**src/rtl/e2bmw_pkg.sv**
```systemverilog
// Shared constants and types of the ext2 block map walker.
package e2bmw_pkg;

  localparam int unsigned WORD_W        = 32;
  localparam int unsigned FUNC_W        = 2;
  localparam int unsigned KIND_W        = 2;
  localparam int unsigned SLOT_W        = 4;
  localparam int unsigned BSL_W         = 3;
  localparam int unsigned LVL_W         = 2;

  localparam int unsigned POINTER_SLOTS = 15;
  localparam int unsigned DIRECT_SLOTS  = 12;
  localparam int unsigned SINGLE_SLOT   = POINTER_SLOTS - 3;
  localparam int unsigned DOUBLE_SLOT   = POINTER_SLOTS - 2;
  localparam int unsigned TRIPLE_SLOT   = POINTER_SLOTS - 1;

  // log2 of the smallest block size, and of pointers per smallest block
  localparam int unsigned BLK_SHIFT_MIN = 10;
  localparam int unsigned PTR_SHIFT_MIN = 8;

  // walk depth still to go
  localparam logic [LVL_W-1:0] LVL_NONE   = 2'd0;
  localparam logic [LVL_W-1:0] LVL_SINGLE = 2'd1;
  localparam logic [LVL_W-1:0] LVL_DOUBLE = 2'd2;
  localparam logic [LVL_W-1:0] LVL_TRIPLE = 2'd3;

  typedef enum logic [FUNC_W-1:0] {
    FUNC_LOAD  = 2'd0,
    FUNC_XLATE = 2'd1,
    FUNC_RESP  = 2'd2
  } func_e;

  typedef enum logic [KIND_W-1:0] {
    KIND_PTR  = 2'd0,
    KIND_DATA = 2'd1,
    KIND_HIT  = 2'd2
  } kind_e;

endpackage

```
**src/rtl/e2bmw_ram.sv**
```systemverilog
// Generic single-write, single-read RAM with registered read data.
module e2bmw_ram #(
  parameter int unsigned WIDTH = 32,
  parameter int unsigned DEPTH = 16
) (
  input  logic                     clk_i,
  input  logic                     we_i,
  input  logic [$clog2(DEPTH)-1:0] waddr_i,
  input  logic [WIDTH-1:0]         wdata_i,
  input  logic                     re_i,
  input  logic [$clog2(DEPTH)-1:0] raddr_i,
  output logic [WIDTH-1:0]         rdata_o
);

  logic [WIDTH-1:0] mem_q [DEPTH];
  logic [WIDTH-1:0] rdata_q;

  always_ff @(posedge clk_i) begin
    if (we_i) begin
      mem_q[waddr_i] <= wdata_i;
    end
    if (re_i) begin
      rdata_q <= mem_q[raddr_i];
    end
  end

  assign rdata_o = rdata_q;

endmodule

```
**src/rtl/ext2_block_map_walker.sv**
```systemverilog
// Top level of the ext2 block map walker: decode, pointer RAM, address stage, output queue.
//
// The walker turns a file's logical block number into the byte address of its
// data block. Load items write the inode's 15 pointer slots into a small RAM and
// empty the one-entry cache of the last translated block number. A translate
// item either hits that cache (kind 2, address 0) or starts a walk: a direct
// block gives the data block address at once, an indirect one gives the address
// of a 4-byte pointer word to fetch. Each fetched word comes back as a response
// item and yields the next pointer address or, at the last level, the data
// block address. Block size is 1024 << block_size_log; addresses wrap modulo
// 2^32. The block takes one item per cycle while input stall is low. Every item
// is decoded in the cycle it is accepted, with the walk state updated there, and
// the pointer RAM is read at that edge; its registered read data feeds the address
// stage in the next cycle, and the result enters a three-entry output queue, from
// which it is offered on the output and taken while output stall is low. Input
// stall rises only while the queue and the address stage together hold at least
// three results. The pointer slots are undefined until loaded, so no clearing
// pass follows reset.
// block_size_log must only be written while no item is in flight.
module ext2_block_map_walker (
  input  logic                               clk_i,
  input  logic                               rst_ni,
  // configuration
  input  logic                               cfg_we_i,
  input  logic [e2bmw_pkg::BSL_W-1:0]        cfg_wdata_i,
  // input items
  input  logic                               in_valid_i,
  output logic                               in_stall_o,
  input  logic [e2bmw_pkg::FUNC_W-1:0]       func_i,
  input  logic [e2bmw_pkg::SLOT_W-1:0]       slot_i,
  input  logic [e2bmw_pkg::WORD_W-1:0]       word_i,
  input  logic [e2bmw_pkg::WORD_W-1:0]       block_number_i,
  // result items
  output logic                               out_valid_o,
  input  logic                               out_stall_i,
  output logic [e2bmw_pkg::KIND_W-1:0]       kind_o,
  output logic [e2bmw_pkg::WORD_W-1:0]       address_o
);

  import e2bmw_pkg::*;

  localparam int unsigned Q_DEPTH = 3;
  localparam int unsigned Q_AW    = $clog2(Q_DEPTH);
  localparam int unsigned Q_CW    = $clog2(Q_DEPTH + 1);
  localparam int unsigned SH_W    = 5;

  // configuration register
  logic [BSL_W-1:0]  bsl_q;

  // walk and cache state
  logic              cache_valid_q, cache_valid_d;
  logic [WORD_W-1:0] cached_q, cached_d;
  logic [LVL_W-1:0]  lvl_q, lvl_d;
  logic [WORD_W-1:0] rem_q, rem_d;

  // address stage
  logic              s1_valid_q, s1_valid_d;
  kind_e             s1_kind_q, s1_kind_d;
  logic              s1_use_ram_q, s1_use_ram_d;
  logic [WORD_W-1:0] s1_word_q, s1_word_d;
  logic [WORD_W-1:0] s1_off_q, s1_off_d;
  logic [WORD_W-1:0] s1_base;
  logic [WORD_W-1:0] s1_addr;

  // pointer RAM
  logic              ram_we;
  logic              ram_re;
  logic [SLOT_W-1:0] ram_raddr;
  logic [WORD_W-1:0] ram_rdata;

  // output queue
  kind_e             q_kind_q [Q_DEPTH];
  logic [WORD_W-1:0] q_addr_q [Q_DEPTH];
  logic [Q_AW-1:0]   q_wptr_q, q_rptr_q;
  logic [Q_CW-1:0]   q_cnt_q, q_cnt_d;
  logic              q_push, q_pop;

  // decode helpers
  logic              in_acc;
  logic [SH_W-1:0]   psh;
  logic [SH_W-1:0]   psh2;
  logic [SH_W-1:0]   blk_sh;
  logic [WORD_W-1:0] pc1, pc2;
  logic [WORD_W-1:0] lim1, lim2;
  logic [WORD_W-1:0] m1, m2, m3;
  logic              hit;

  // ---------------------------------------------------------------------------
  // Handshake: accept while fewer than three results are held or in flight.
  // ---------------------------------------------------------------------------
  assign in_stall_o = ({1'b0, q_cnt_q} + (Q_CW + 1)'(s1_valid_q)) >= (Q_CW + 1)'(Q_DEPTH);
  assign in_acc     = in_valid_i & ~in_stall_o;

  // Level geometry from the block size: pointers per block is 1 << psh.
  assign psh    = SH_W'(bsl_q) + SH_W'(PTR_SHIFT_MIN);
  assign psh2   = {psh[SH_W-2:0], 1'b0};
  assign blk_sh = SH_W'(bsl_q) + SH_W'(BLK_SHIFT_MIN);
  assign pc1    = WORD_W'(1) << psh;
  assign pc2    = WORD_W'(1) << psh2;
  assign lim1   = WORD_W'(DIRECT_SLOTS) + pc1;
  assign lim2   = lim1 + pc2;

  // Index within the single, double and triple trees, worked out side by side.
  assign m1  = block_number_i - WORD_W'(DIRECT_SLOTS);
  assign m2  = block_number_i - lim1;
  assign m3  = block_number_i - lim2;
  assign hit = cache_valid_q && (block_number_i == cached_q);

  // ---------------------------------------------------------------------------
  // Decode: update walk and cache state, issue the RAM read, load the
  // address stage.
  // ---------------------------------------------------------------------------
  always_comb begin
    cache_valid_d = cache_valid_q;
    cached_d      = cached_q;
    lvl_d         = lvl_q;
    rem_d         = rem_q;
    s1_valid_d    = 1'b0;
    s1_kind_d     = KIND_PTR;
    s1_use_ram_d  = 1'b0;
    s1_word_d     = word_i;
    s1_off_d      = '0;
    ram_we        = 1'b0;
    ram_re        = 1'b0;
    ram_raddr     = SLOT_W'(SINGLE_SLOT);
    if (in_acc) begin
      unique case (func_e'(func_i))
        FUNC_LOAD: begin
          // an out-of-range slot is dropped, the cache is emptied regardless
          ram_we        = (slot_i < SLOT_W'(POINTER_SLOTS));
          cache_valid_d = 1'b0;
        end
        FUNC_XLATE: begin
          s1_valid_d = 1'b1;
          if (hit) begin
            // no read, address zero, walk left as it is
            s1_kind_d = KIND_HIT;
            s1_word_d = '0;
          end else begin
            cached_d      = block_number_i;
            cache_valid_d = 1'b1;
            s1_use_ram_d  = 1'b1;
            ram_re        = 1'b1;
            if (block_number_i < WORD_W'(DIRECT_SLOTS)) begin
              lvl_d     = LVL_NONE;
              s1_kind_d = KIND_DATA;
              ram_raddr = block_number_i[SLOT_W-1:0];
            end else if (block_number_i < lim1) begin
              lvl_d     = LVL_SINGLE;
              rem_d     = '0;
              ram_raddr = SLOT_W'(SINGLE_SLOT);
              s1_off_d  = m1 << 2;
            end else if (block_number_i < lim2) begin
              lvl_d     = LVL_DOUBLE;
              rem_d     = m2 & (pc1 - WORD_W'(1));
              ram_raddr = SLOT_W'(DOUBLE_SLOT);
              s1_off_d  = (m2 >> psh) << 2;
            end else begin
              lvl_d     = LVL_TRIPLE;
              rem_d     = m3 & (pc2 - WORD_W'(1));
              ram_raddr = SLOT_W'(TRIPLE_SLOT);
              s1_off_d  = (m3 >> psh2) << 2;
            end
          end
        end
        FUNC_RESP: begin
          unique case (lvl_q)
            LVL_TRIPLE: begin
              s1_valid_d = 1'b1;
              s1_off_d   = (rem_q >> psh) << 2;
              rem_d      = rem_q & (pc1 - WORD_W'(1));
              lvl_d      = LVL_DOUBLE;
            end
            LVL_DOUBLE: begin
              s1_valid_d = 1'b1;
              s1_off_d   = rem_q << 2;
              rem_d      = '0;
              lvl_d      = LVL_SINGLE;
            end
            LVL_SINGLE: begin
              s1_valid_d = 1'b1;
              s1_kind_d  = KIND_DATA;
              lvl_d      = LVL_NONE;
            end
            default: begin
              // no walk in progress: drop the response
            end
          endcase
        end
        default: begin
          // unused function code: drop
        end
      endcase
    end
  end

  e2bmw_ram #(
    .WIDTH (WORD_W),
    .DEPTH (POINTER_SLOTS)
  ) u_ptr_ram (
    .clk_i   (clk_i),
    .we_i    (ram_we),
    .waddr_i (slot_i),
    .wdata_i (word_i),
    .re_i    (ram_re),
    .raddr_i (ram_raddr),
    .rdata_o (ram_rdata)
  );

  always_ff @(posedge clk_i or negedge rst_ni) begin
    if (!rst_ni) begin
      bsl_q         <= '0;
      cache_valid_q <= 1'b0;
      cached_q      <= '0;
      lvl_q         <= LVL_NONE;
      rem_q         <= '0;
      s1_valid_q    <= 1'b0;
    end else begin
      if (cfg_we_i) begin
        bsl_q <= cfg_wdata_i;
      end
      cache_valid_q <= cache_valid_d;
      cached_q      <= cached_d;
      lvl_q         <= lvl_d;
      rem_q         <= rem_d;
      s1_valid_q    <= s1_valid_d;
    end
  end

  always_ff @(posedge clk_i) begin
    s1_kind_q    <= s1_kind_d;
    s1_use_ram_q <= s1_use_ram_d;
    s1_word_q    <= s1_word_d;
    s1_off_q     <= s1_off_d;
  end

  // ---------------------------------------------------------------------------
  // Address stage: block base from the RAM word or the response word.
  // ---------------------------------------------------------------------------
  assign s1_base = s1_use_ram_q ? ram_rdata : s1_word_q;
  assign s1_addr = (s1_base << blk_sh) + s1_off_q;

  // ---------------------------------------------------------------------------
  // Output queue
  // ---------------------------------------------------------------------------
  assign q_push  = s1_valid_q;
  assign q_pop   = out_valid_o & ~out_stall_i;
  assign q_cnt_d = q_cnt_q + Q_CW'(q_push) - Q_CW'(q_pop);

  always_ff @(posedge clk_i or negedge rst_ni) begin
    if (!rst_ni) begin
      q_wptr_q <= '0;
      q_rptr_q <= '0;
      q_cnt_q  <= '0;
    end else begin
      q_cnt_q <= q_cnt_d;
      if (q_push) begin
        q_wptr_q <= (q_wptr_q == Q_AW'(Q_DEPTH - 1)) ? '0 : q_wptr_q + Q_AW'(1);
      end
      if (q_pop) begin
        q_rptr_q <= (q_rptr_q == Q_AW'(Q_DEPTH - 1)) ? '0 : q_rptr_q + Q_AW'(1);
      end
    end
  end

  always_ff @(posedge clk_i) begin
    if (q_push) begin
      q_kind_q[q_wptr_q] <= s1_kind_q;
      q_addr_q[q_wptr_q] <= s1_addr;
    end
  end

  assign out_valid_o = (q_cnt_q != '0);
  assign kind_o      = q_kind_q[q_rptr_q];
  assign address_o   = q_addr_q[q_rptr_q];

  // ---------------------------------------------------------------------------
  // Assertions
  // ---------------------------------------------------------------------------
  a_queue_room: assert property (@(posedge clk_i) disable iff (!rst_ni)
    (q_push && !q_pop) |-> (q_cnt_q < Q_CW'(Q_DEPTH)))
    else $error("output queue overflow");

  a_queue_nonneg: assert property (@(posedge clk_i) disable iff (!rst_ni)
    q_cnt_q <= Q_CW'(Q_DEPTH))
    else $error("output queue count out of range");

  a_hit_zero: assert property (@(posedge clk_i) disable iff (!rst_ni)
    (s1_valid_q && (s1_kind_q == KIND_HIT)) |-> (s1_addr == '0))
    else $error("cache hit with non-zero address");

  a_single_no_rem: assert property (@(posedge clk_i) disable iff (!rst_ni)
    (lvl_q == LVL_SINGLE) |-> (rem_q == '0))
    else $error("index left over at the last indirect level");

  a_ram_slot: assert property (@(posedge clk_i) disable iff (!rst_ni)
    ram_we |-> (slot_i < SLOT_W'(POINTER_SLOTS)))
    else $error("write to a pointer slot out of range");

endmodule
```
**config.mk**
```make
export PLATFORM = sky130hd
export DESIGN_NAME = ext2_block_map_walker
export DESIGN_NICKNAME = d
export VERILOG_FILES = /design/src/rtl/e2bmw_pkg.sv /design/src/rtl/e2bmw_ram.sv /design/src/rtl/ext2_block_map_walker.sv
export SDC_FILE = /design/constraint.sdc
export NUM_CORES = 1
export LEC_CHECK = 0
export BUFFER_PORTS_ARGS = -buffer_cell sky130_fd_sc_hd__buf_2
export CORE_ASPECT_RATIO = 1.4
export CORE_MARGIN = 4
export CORE_UTILIZATION = 45
export DETAILED_ROUTE_END_ITERATION = 10
export GPL_ROUTABILITY_DRIVEN = 0
export PLACE_DENSITY = 0.64
export SYNTH_ARGS = -nofsm -noshare
export SYNTH_HDL_FRONTEND = slang
export SYNTH_SLANG_ARGS = --single-unit
```
**constraint.sdc**
```tcl
create_clock -name clk_i -period 12.9 [get_ports clk_i]
set_input_delay 1.29 -clock clk_i [delete_from_list [all_inputs] [get_ports clk_i]]
set_output_delay 1.29 -clock clk_i [all_outputs]
set_load 0.03 [all_outputs]
```
; ---- Word-level counts from Yosys, hierarchy flattened
; Memory sizes are Yosys's and may differ from the RTL's. A register that Yosys moved wholly into a read port is not among the register bits.
; Index checks and enable logic that the tools add are counted.
[classes]
n_reduce_logical = 10
bitwise = 8
muxes = 48
n_lt_le_gt_ge = 5
addsub = 15
shifts = 6
n_eq_ne = 12
[op_table]
columns = operator, n
row1 = $mux 32, 12
row2 = $pmux 32 s2, 4
row3 = $and 32x32->32, 3
row4 = $shr 32x5->30, 3
row5 = $add 32x32->32, 2
row6 = $lt 32x32->1, 2
row7 = $shl 1x5->32 const A, 2
row8 = $sub 32x1->32 const B, 2
row9 = $sub 32x32->32, 2
row10 = $add 4x32->32 const A, 1
row11 = $eq 32x32->1, 1
row12 = $lt 32x4->1 const B, 1
row13 = $shl 32x5->32, 1
row14 = $sub 30x4->30 const B, 1
row15 = $mux 2, 8
row16 = $mux 4, 4
row17 = $mux 1, 15
row18 = $add 3x4->5 const B, 2
row19 = $eq 2x2->1 const B, 5
row20 = $pmux 2 s2, 2
row21 = $pmux 2 s3, 1
row22 = $reduce_and 3->1, 2
row23 = $reduce_bool 2->1, 3
row24 = $reduce_and 5->1, 1
row25 = other kinds (17), 24
[word_totals]
ram_bits = 582
word_cells = 120
regBits = 144
out_inout_bits = 36
n_memories = 3
[memory_table]
columns = name, depth, word_bits, read_ports, rd_clocked_by_memory_dff, write_ports, line
row1 = u_ptr_ram.mem_q, 15, 32, 1, 1, 1, e2bmw_ram.sv:15  ; logic [WIDTH-1:0] mem_q [DEPTH];
row2 = q_addr_q, 3, 32, 1, 0, 1, ext2_block_map_walker.sv:73  ; logic [WORD_W-1:0] q_addr_q [Q_DEPTH];
row3 = q_kind_q, 3, 2, 1, 0, 1, ext2_block_map_walker.sv:72  ; kind_e q_kind_q [Q_DEPTH];

; ---- Depth between registers and ports, before layout
[logic_depth]
depth_word = 11
mapped_depth = 21
mapped_depth_nobuf = 17

; ---- Modules after synthesis
; A second synthesis with hierarchy kept.
[unflattened]
cells_unflattened = 2769
area_unflattened_um2 = 36571.3
[modules_own_cells]
columns = mod, area_per_inst_um2, instances, cells_per_inst
row1 = e2bmw_ram, 19204.7, 1, 886
row2 = ext2_block_map_walker, 17366.7, 1, 1883

; ---- Worst setup path after synthesis
; Ideal clock, no wire load.
[synth_timing]
path_kind = register -> register
from = register bsl_q[1]
to = memory q_addr_q[0][30], data pin
arrival_ps = 4776
period_less_slack_ps = 5043
slack_ps = 7857
required_ps = 12633
path_stages_with_launch = 22
path_buffers = 5
path_cell_list = dfrtp_1 > inv_1 > buf_1 > clkbuf_1 > buf_1 > ha_1 > clkbuf_1 > clkbuf_1 > nand2_1 > nand2_1 > nor2_1 > ha_1 > a21o_1 > a21o_1 > a21oi_1 > o31a_1 > o31ai_1 > and4_1 > or4_1 > a41o_1 > a21oi_1 > xnor2_1
[synth_via]
elab_chain_cells = 3
[synth_rtl]
columns = element, line
row1 = start: declaration, ext2_block_map_walker.sv:48  ; logic [BSL_W-1:0] bsl_q;
row2 = start signal: assignment, ext2_block_map_walker.sv:220  ; bsl_q <= cfg_wdata_i;
row3 = $add 3x4->5, ext2_block_map_walker.sv:97  ; assign blk_sh = SH_W'(bsl_q) + SH_W'(BLK_SHIFT_MIN);
row4 = $shl 32x5->32, ext2_block_map_walker.sv:241  ; assign s1_addr = (s1_base << blk_sh) + s1_off_q;
row5 = $add 32x32->32, ext2_block_map_walker.sv:241
row6 = net s1_addr[30], ext2_block_map_walker.sv:63  ; logic [WORD_W-1:0] s1_addr;
row7 = end: declaration, ext2_block_map_walker.sv:73
; The timed path passes the listed nets, and every way through them passes these cells.

; ---- Final worst setup path
[layout_timing]
from = register bsl_q[1]
to = register u_ptr_ram.rdata_q[22], in the netlist u_ptr_ram.rdata_o[22] (read register of u_ptr_ram.mem_q), data pin
[layout_via]
elab_chain_cells = 11
word_cells_on_any_way = 13
classes_between = add/sub: 3 / order compare: 2 / shift: 2 / mux: 6
[layout_rtl]
columns = element, line
row1 = $add 3x4->5 *, ext2_block_map_walker.sv:95  ; assign psh = SH_W'(bsl_q) + SH_W'(PTR_SHIFT_MIN);
row2 = $shl 1x5->32, ext2_block_map_walker.sv:98  ; assign pc1 = WORD_W'(1) << psh;
row3 = $add 4x32->32, ext2_block_map_walker.sv:100  ; assign lim1 = WORD_W'(DIRECT_SLOTS) + pc1;
row4 = $add 32x32->32, ext2_block_map_walker.sv:101  ; assign lim2 = lim1 + pc2;
row5 = $lt 32x32->1, ext2_block_map_walker.sv:153  ; end else if (block_number_i < lim2) begin
row6 = $mux 2, ext2_block_map_walker.sv:153
row7 = $mux 2 *, ext2_block_map_walker.sv:148  ; end else if (block_number_i < lim1) begin
row8 = $mux 4 *, ext2_block_map_walker.sv:144  ; if (block_number_i < WORD_W'(DIRECT_SLOTS)) begin
row9 = $mux 4 *, ext2_block_map_walker.sv:135  ; if (hit) begin
row10 = $mux 4 *, ext2_block_map_walker.sv:127  ; unique case (func_e'(func_i))
row11 = $mux 4 *, ext2_block_map_walker.sv:126  ; if (in_acc) begin
row12 = end: declaration, e2bmw_ram.sv:16  ; logic [WIDTH-1:0] rdata_q;
; Mark *: on every way between the ends. The rest lies on a longest branch, timed or not.
; A chain may end at the register's enable or synchronous reset.

==> run_results.csv <==
group,metric,value,unit
yosys,synth.most_common_cell,"edfxtp_1",
floorplan,fp.dieW,230,um
critical_path,timing_worst_setup_path_type,"reg2reg",
yosys,synth_top_family_by_area,"compound AO/OA/AOI/OAI gates",
pwr,p_leak,0.0124,uW
global_route,antenna_found_initial,8,
timing,worstMarginPinSlew,1400,ps
timing,period_share,0.561,
pwr,p_clk_frac,0.329,
yosys,yosysWarnings,0,
clocking,numCtsBuffers,58,
yosys,async_flop_share,0.124,
timing,hold_viol,0,
placed_design,dp_hpwl,59500,um
global_route,grt_max_degree,71,
critical_path,crit_path_frequent_cell,"buf_4",
clocking,post_cts_resized,0,
clocking,cts_tree,"built",
timing,hold_ws,452,ps
detailed_routing,wirelength,86400,um
global_route,grt_pass1_wl,130000,um
floorplan,initial_core_util,0.456,
global_route,grtUsageTotal,0.227,
detailed_routing,firstDrtPassIters,7,
detailed_routing,dr_total_vias,22200,
yosys,synth_xor_area_frac,0.0298,
clocking,holdBufCountCts,0,
pwr,p_sw,1730,uW
timing,setup-tns-final,0,ps
yosys,avgSynthCellArea,11.8,um2
detailed_routing,via_per_inst,6.04,
yosys,netlist-cell-type-count,86,
critical_path,cp_max_fo,62,
floorplan,die_area,73500,um2
hold_path,hold_path.class,"reg2reg",
timing,rsz0062_at_grt,"no",
clocking,post_cts_buffers,0,
run_status,status,"finished clean",
timing,setup_violations,0,
critical_path,worst_ep_arrival_time,7630,ps
pwr,p_per_area,161,nW/um2
global_route,grt_pass1_vias,21700,
clocking,h-tree-depth,2,
pwr,sequentialPowerShare,0.440,
pwr,p_comb_frac,0.231,
yosys,synth_edf_count,486,
yosys,synth.top_cells.by_count,"edfxtp_1, nand2_1, nor2_1",
critical_path,crit_path_top_delay_cell,"buf_4",
clocking,root_buffer,"clkbuf_16",
timing,post-route-min-period,7230,ps
clocking,clk_pin_slew,70,ps
finish,drive_above_1_share,0.150,
clocking,clock_path_buffers,3,
timing,max_freq,0.138,GHz
yosys,synth_compound_area_frac,0.137,
flow_run,drv_cap,0,
yosys,synth.top_cell.area_share,0.469,
yosys,synth_adder_area_share,0.0280,
finish,area_growth,11.6,%
critical_path,startpoint_type,"register",
critical_path,cp.required,13300,ps
placed_design,port_buffers,105,
detailed_routing,drt_iter0_drc,2529,
clocking,clk_latency,670,ps
detailed_routing,ant_nets,0,
clocking,clock_sinks,620,
detailed_routing,avgRoutedWirePerCell,23.5,um
critical_path,max_stage_delay,760,ps
critical_path,cp_cell_sequence,"buf_4 -> inv_2 -> nand2_1 -> nor2_1 -> inv_1 -> ha_1 -> o311ai_1 -> a31o_1 -> o211a_1 -> o211a_1 -> a21oi_2 -> buf_4 -> o21ai_4 -> buf_4 -> buf_4 -> mux2i_1 -> mux2i_1 -> mux2i_1 -> o211ai_1",
timing,slew-limit-headroom,0.0596,
floorplan,chipHeight,319,um
detailed_routing,route.detailed.drc,0,
yosys,synthMuxAreaShare,0.112,
pwr,p_sw_frac,0.308,
yosys,ys.flop_type,"edfxtp_1",
yosys,yosysSeqAreaShare,0.567,
finish,nets,2851,
floorplan,rows,113,
pwr,ir_worst_vdd,0.000129,V
timing,fin_skew,60.1,ps
global_route,globalRoute.totalOverflow,0,
yosys,synthSimpleGateAreaFrac,0.0991,
yosys,syn_area,31100,um2
floorplan,core_area,68300,um2
yosys,synth_area_leader_cell,"edfxtp_1",
critical_path,end_kind,"register",
yosys,ys_seq_elements,620,
yosys,synth_area_leaders,"edfxtp_1, dfrtp_1, mux2i_1",
floorplan,pin_count,114,
pwr,internal_power,3870,uW
yosys,synthCells,2650,
timing,final-max-slew-violation-count,0,
==> critical path, delay by kind of cell, from the launching register on <==
kind / cells / cell delay (ps)
multiplexers: 3 / 670
AND/OR/NAND/NOR: 2 / 730
AO/OA/AOI/OAI: 7 / 1650
flip-flops: 1 / 390
buffers and inverters: 6 / 3000
adder cells (fa/ha/maj): 1 / 440
==> cells by family (layout without fill, tap and decap cells) <==
kind of cell | count (synthesis) | in the layout
muxes | 303 | 303
xor gates and xnor gates | 106 | 106
DFF | 620 | 620
adders and majority gates | 69 | 69
AOI/OAI and AO/OA | 668 | 668
and+or+nand+nor | 673 | 673
buffers and inverters | 209 | 301
other | 2 | 18
==> metrics by stage <==
step	total power, uW	area, um2	utilization	cells	setup WS (ps)
after global routing	5830	34700	0.509	3673	5360
after detailed placement	3780	32700	0.478	3564	5780
final	5600	34700	0.509	3678	5670
after CTS	5620	34700	0.509	3673	5840
after global placement	3740	32700	0.478	3564	5870
after floorplan	3380	31200	-	2661	7860
==> cell type report <==
| cell class | instances | area (um2) |
|---|---|---|
| Timing Repair Buffer | 152 | 881 |
| Clock buffer | 72 | 1530 |
| Sequential cell | 620 | 17700 |
| Fill cell | 5926 | 33500 |
| Clock inverter | 37 | 544 |
| Inverter | 40 | 150 |
| Multi-Input combinational cell | 1832 | 12800 |
| Tap cell | 920 | 1150 |
| Antenna cell | 5 | 12.5 |
==> registers in the layout, indices dropped and copies added, names as in the netlist <==
name / count
u_ptr_ram.mem_q: 360
q_addr_q: 96
cached_q: 32
rem_q: 32
s1_off_q: 30
s1_word_q: 24
u_ptr_ram.rdata_o: 24
q_kind_q: 6
bsl_q: 3
lvl_q: 2
q_cnt_q: 2
q_rptr_q: 2
q_wptr_q: 2
s1_kind_q: 2
cache_valid_q: 1
q_push: 1
s1_use_ram_q: 1
==> power by group through the flow <==
stage / sequential, uW / clock [uW] / combinational, uW
2_1_floorplan: 2430 / 0 / 947
3_3_place_gp: 2500 / 0 / 1250
3_5_place_dp: 2500 / 0 / 1270
4_1_cts: 2460 / 1880 / 1280
6_report: 2460 / 1840 / 1290
5_1_grt: 2480 / 1960 / 1400
==> routing by layer <==
| layer | up-vias | wire length [um] | GRT usage |
|---|---|---|---|
| met2 | 920 | 42600 | 0.390 |
| met4 | 6 | 4540 | 0.102 |
| met3 | 264 | 5700 | 0.0427 |
| met5 | - | 33 | 0 |
| met1 | 10900 | 33500 | 0.278 |
| li1 | 10100 | - | - |
==> cells in the final DEF (no fill, tap or decap), drive strengths merged, types with 27 or more instances in the layout <==
| master | synthesis | routed |
|---|---|---|
| nand2 | 238 | 238 |
| nor3 | 67 | 67 |
| a21o | 31 | 31 |
| buf | 42 | 152 |
| o22ai | 64 | 64 |
| a21oi | 118 | 118 |
| o21ai | 218 | 218 |
| dfxtp | 57 | 57 |
| xnor2 | 76 | 76 |
| edfxtp | 486 | 486 |
| inv | 40 | 43 |
| nor2b | 31 | 31 |
| a22oi | 27 | 27 |
| nor2 | 179 | 179 |
| dfrtp | 77 | 77 |
| ha | 68 | 68 |
| nand3 | 35 | 35 |
| xor2 | 30 | 30 |
| mux2i | 176 | 176 |
| mux2 | 101 | 101 |
| clkbuf | 127 | 72 |
==> path summary, 6_finish.rpt <==
kind / start / endpoint / slack, ps / depth (start not counted)
max in group asynchronous: rst_ni / bsl_q[0] / 11210 / 2
setup / recovery: bsl_q[1] / u_ptr_ram.rdata_o[22] / 5670 / 19
hold reg to reg: s1_kind_q[1] / q_kind_q[0][1] / 450 / 0
setup reg to reg: bsl_q[1] / u_ptr_ram.rdata_o[22] / 5670 / 19
min in group asynchronous: rst_ni / cached_q[6] / 550 / 1
hold / removal: s1_kind_q[1] / q_kind_q[0][1] / 450 / 0
Power figures use the tool's default switching activity.
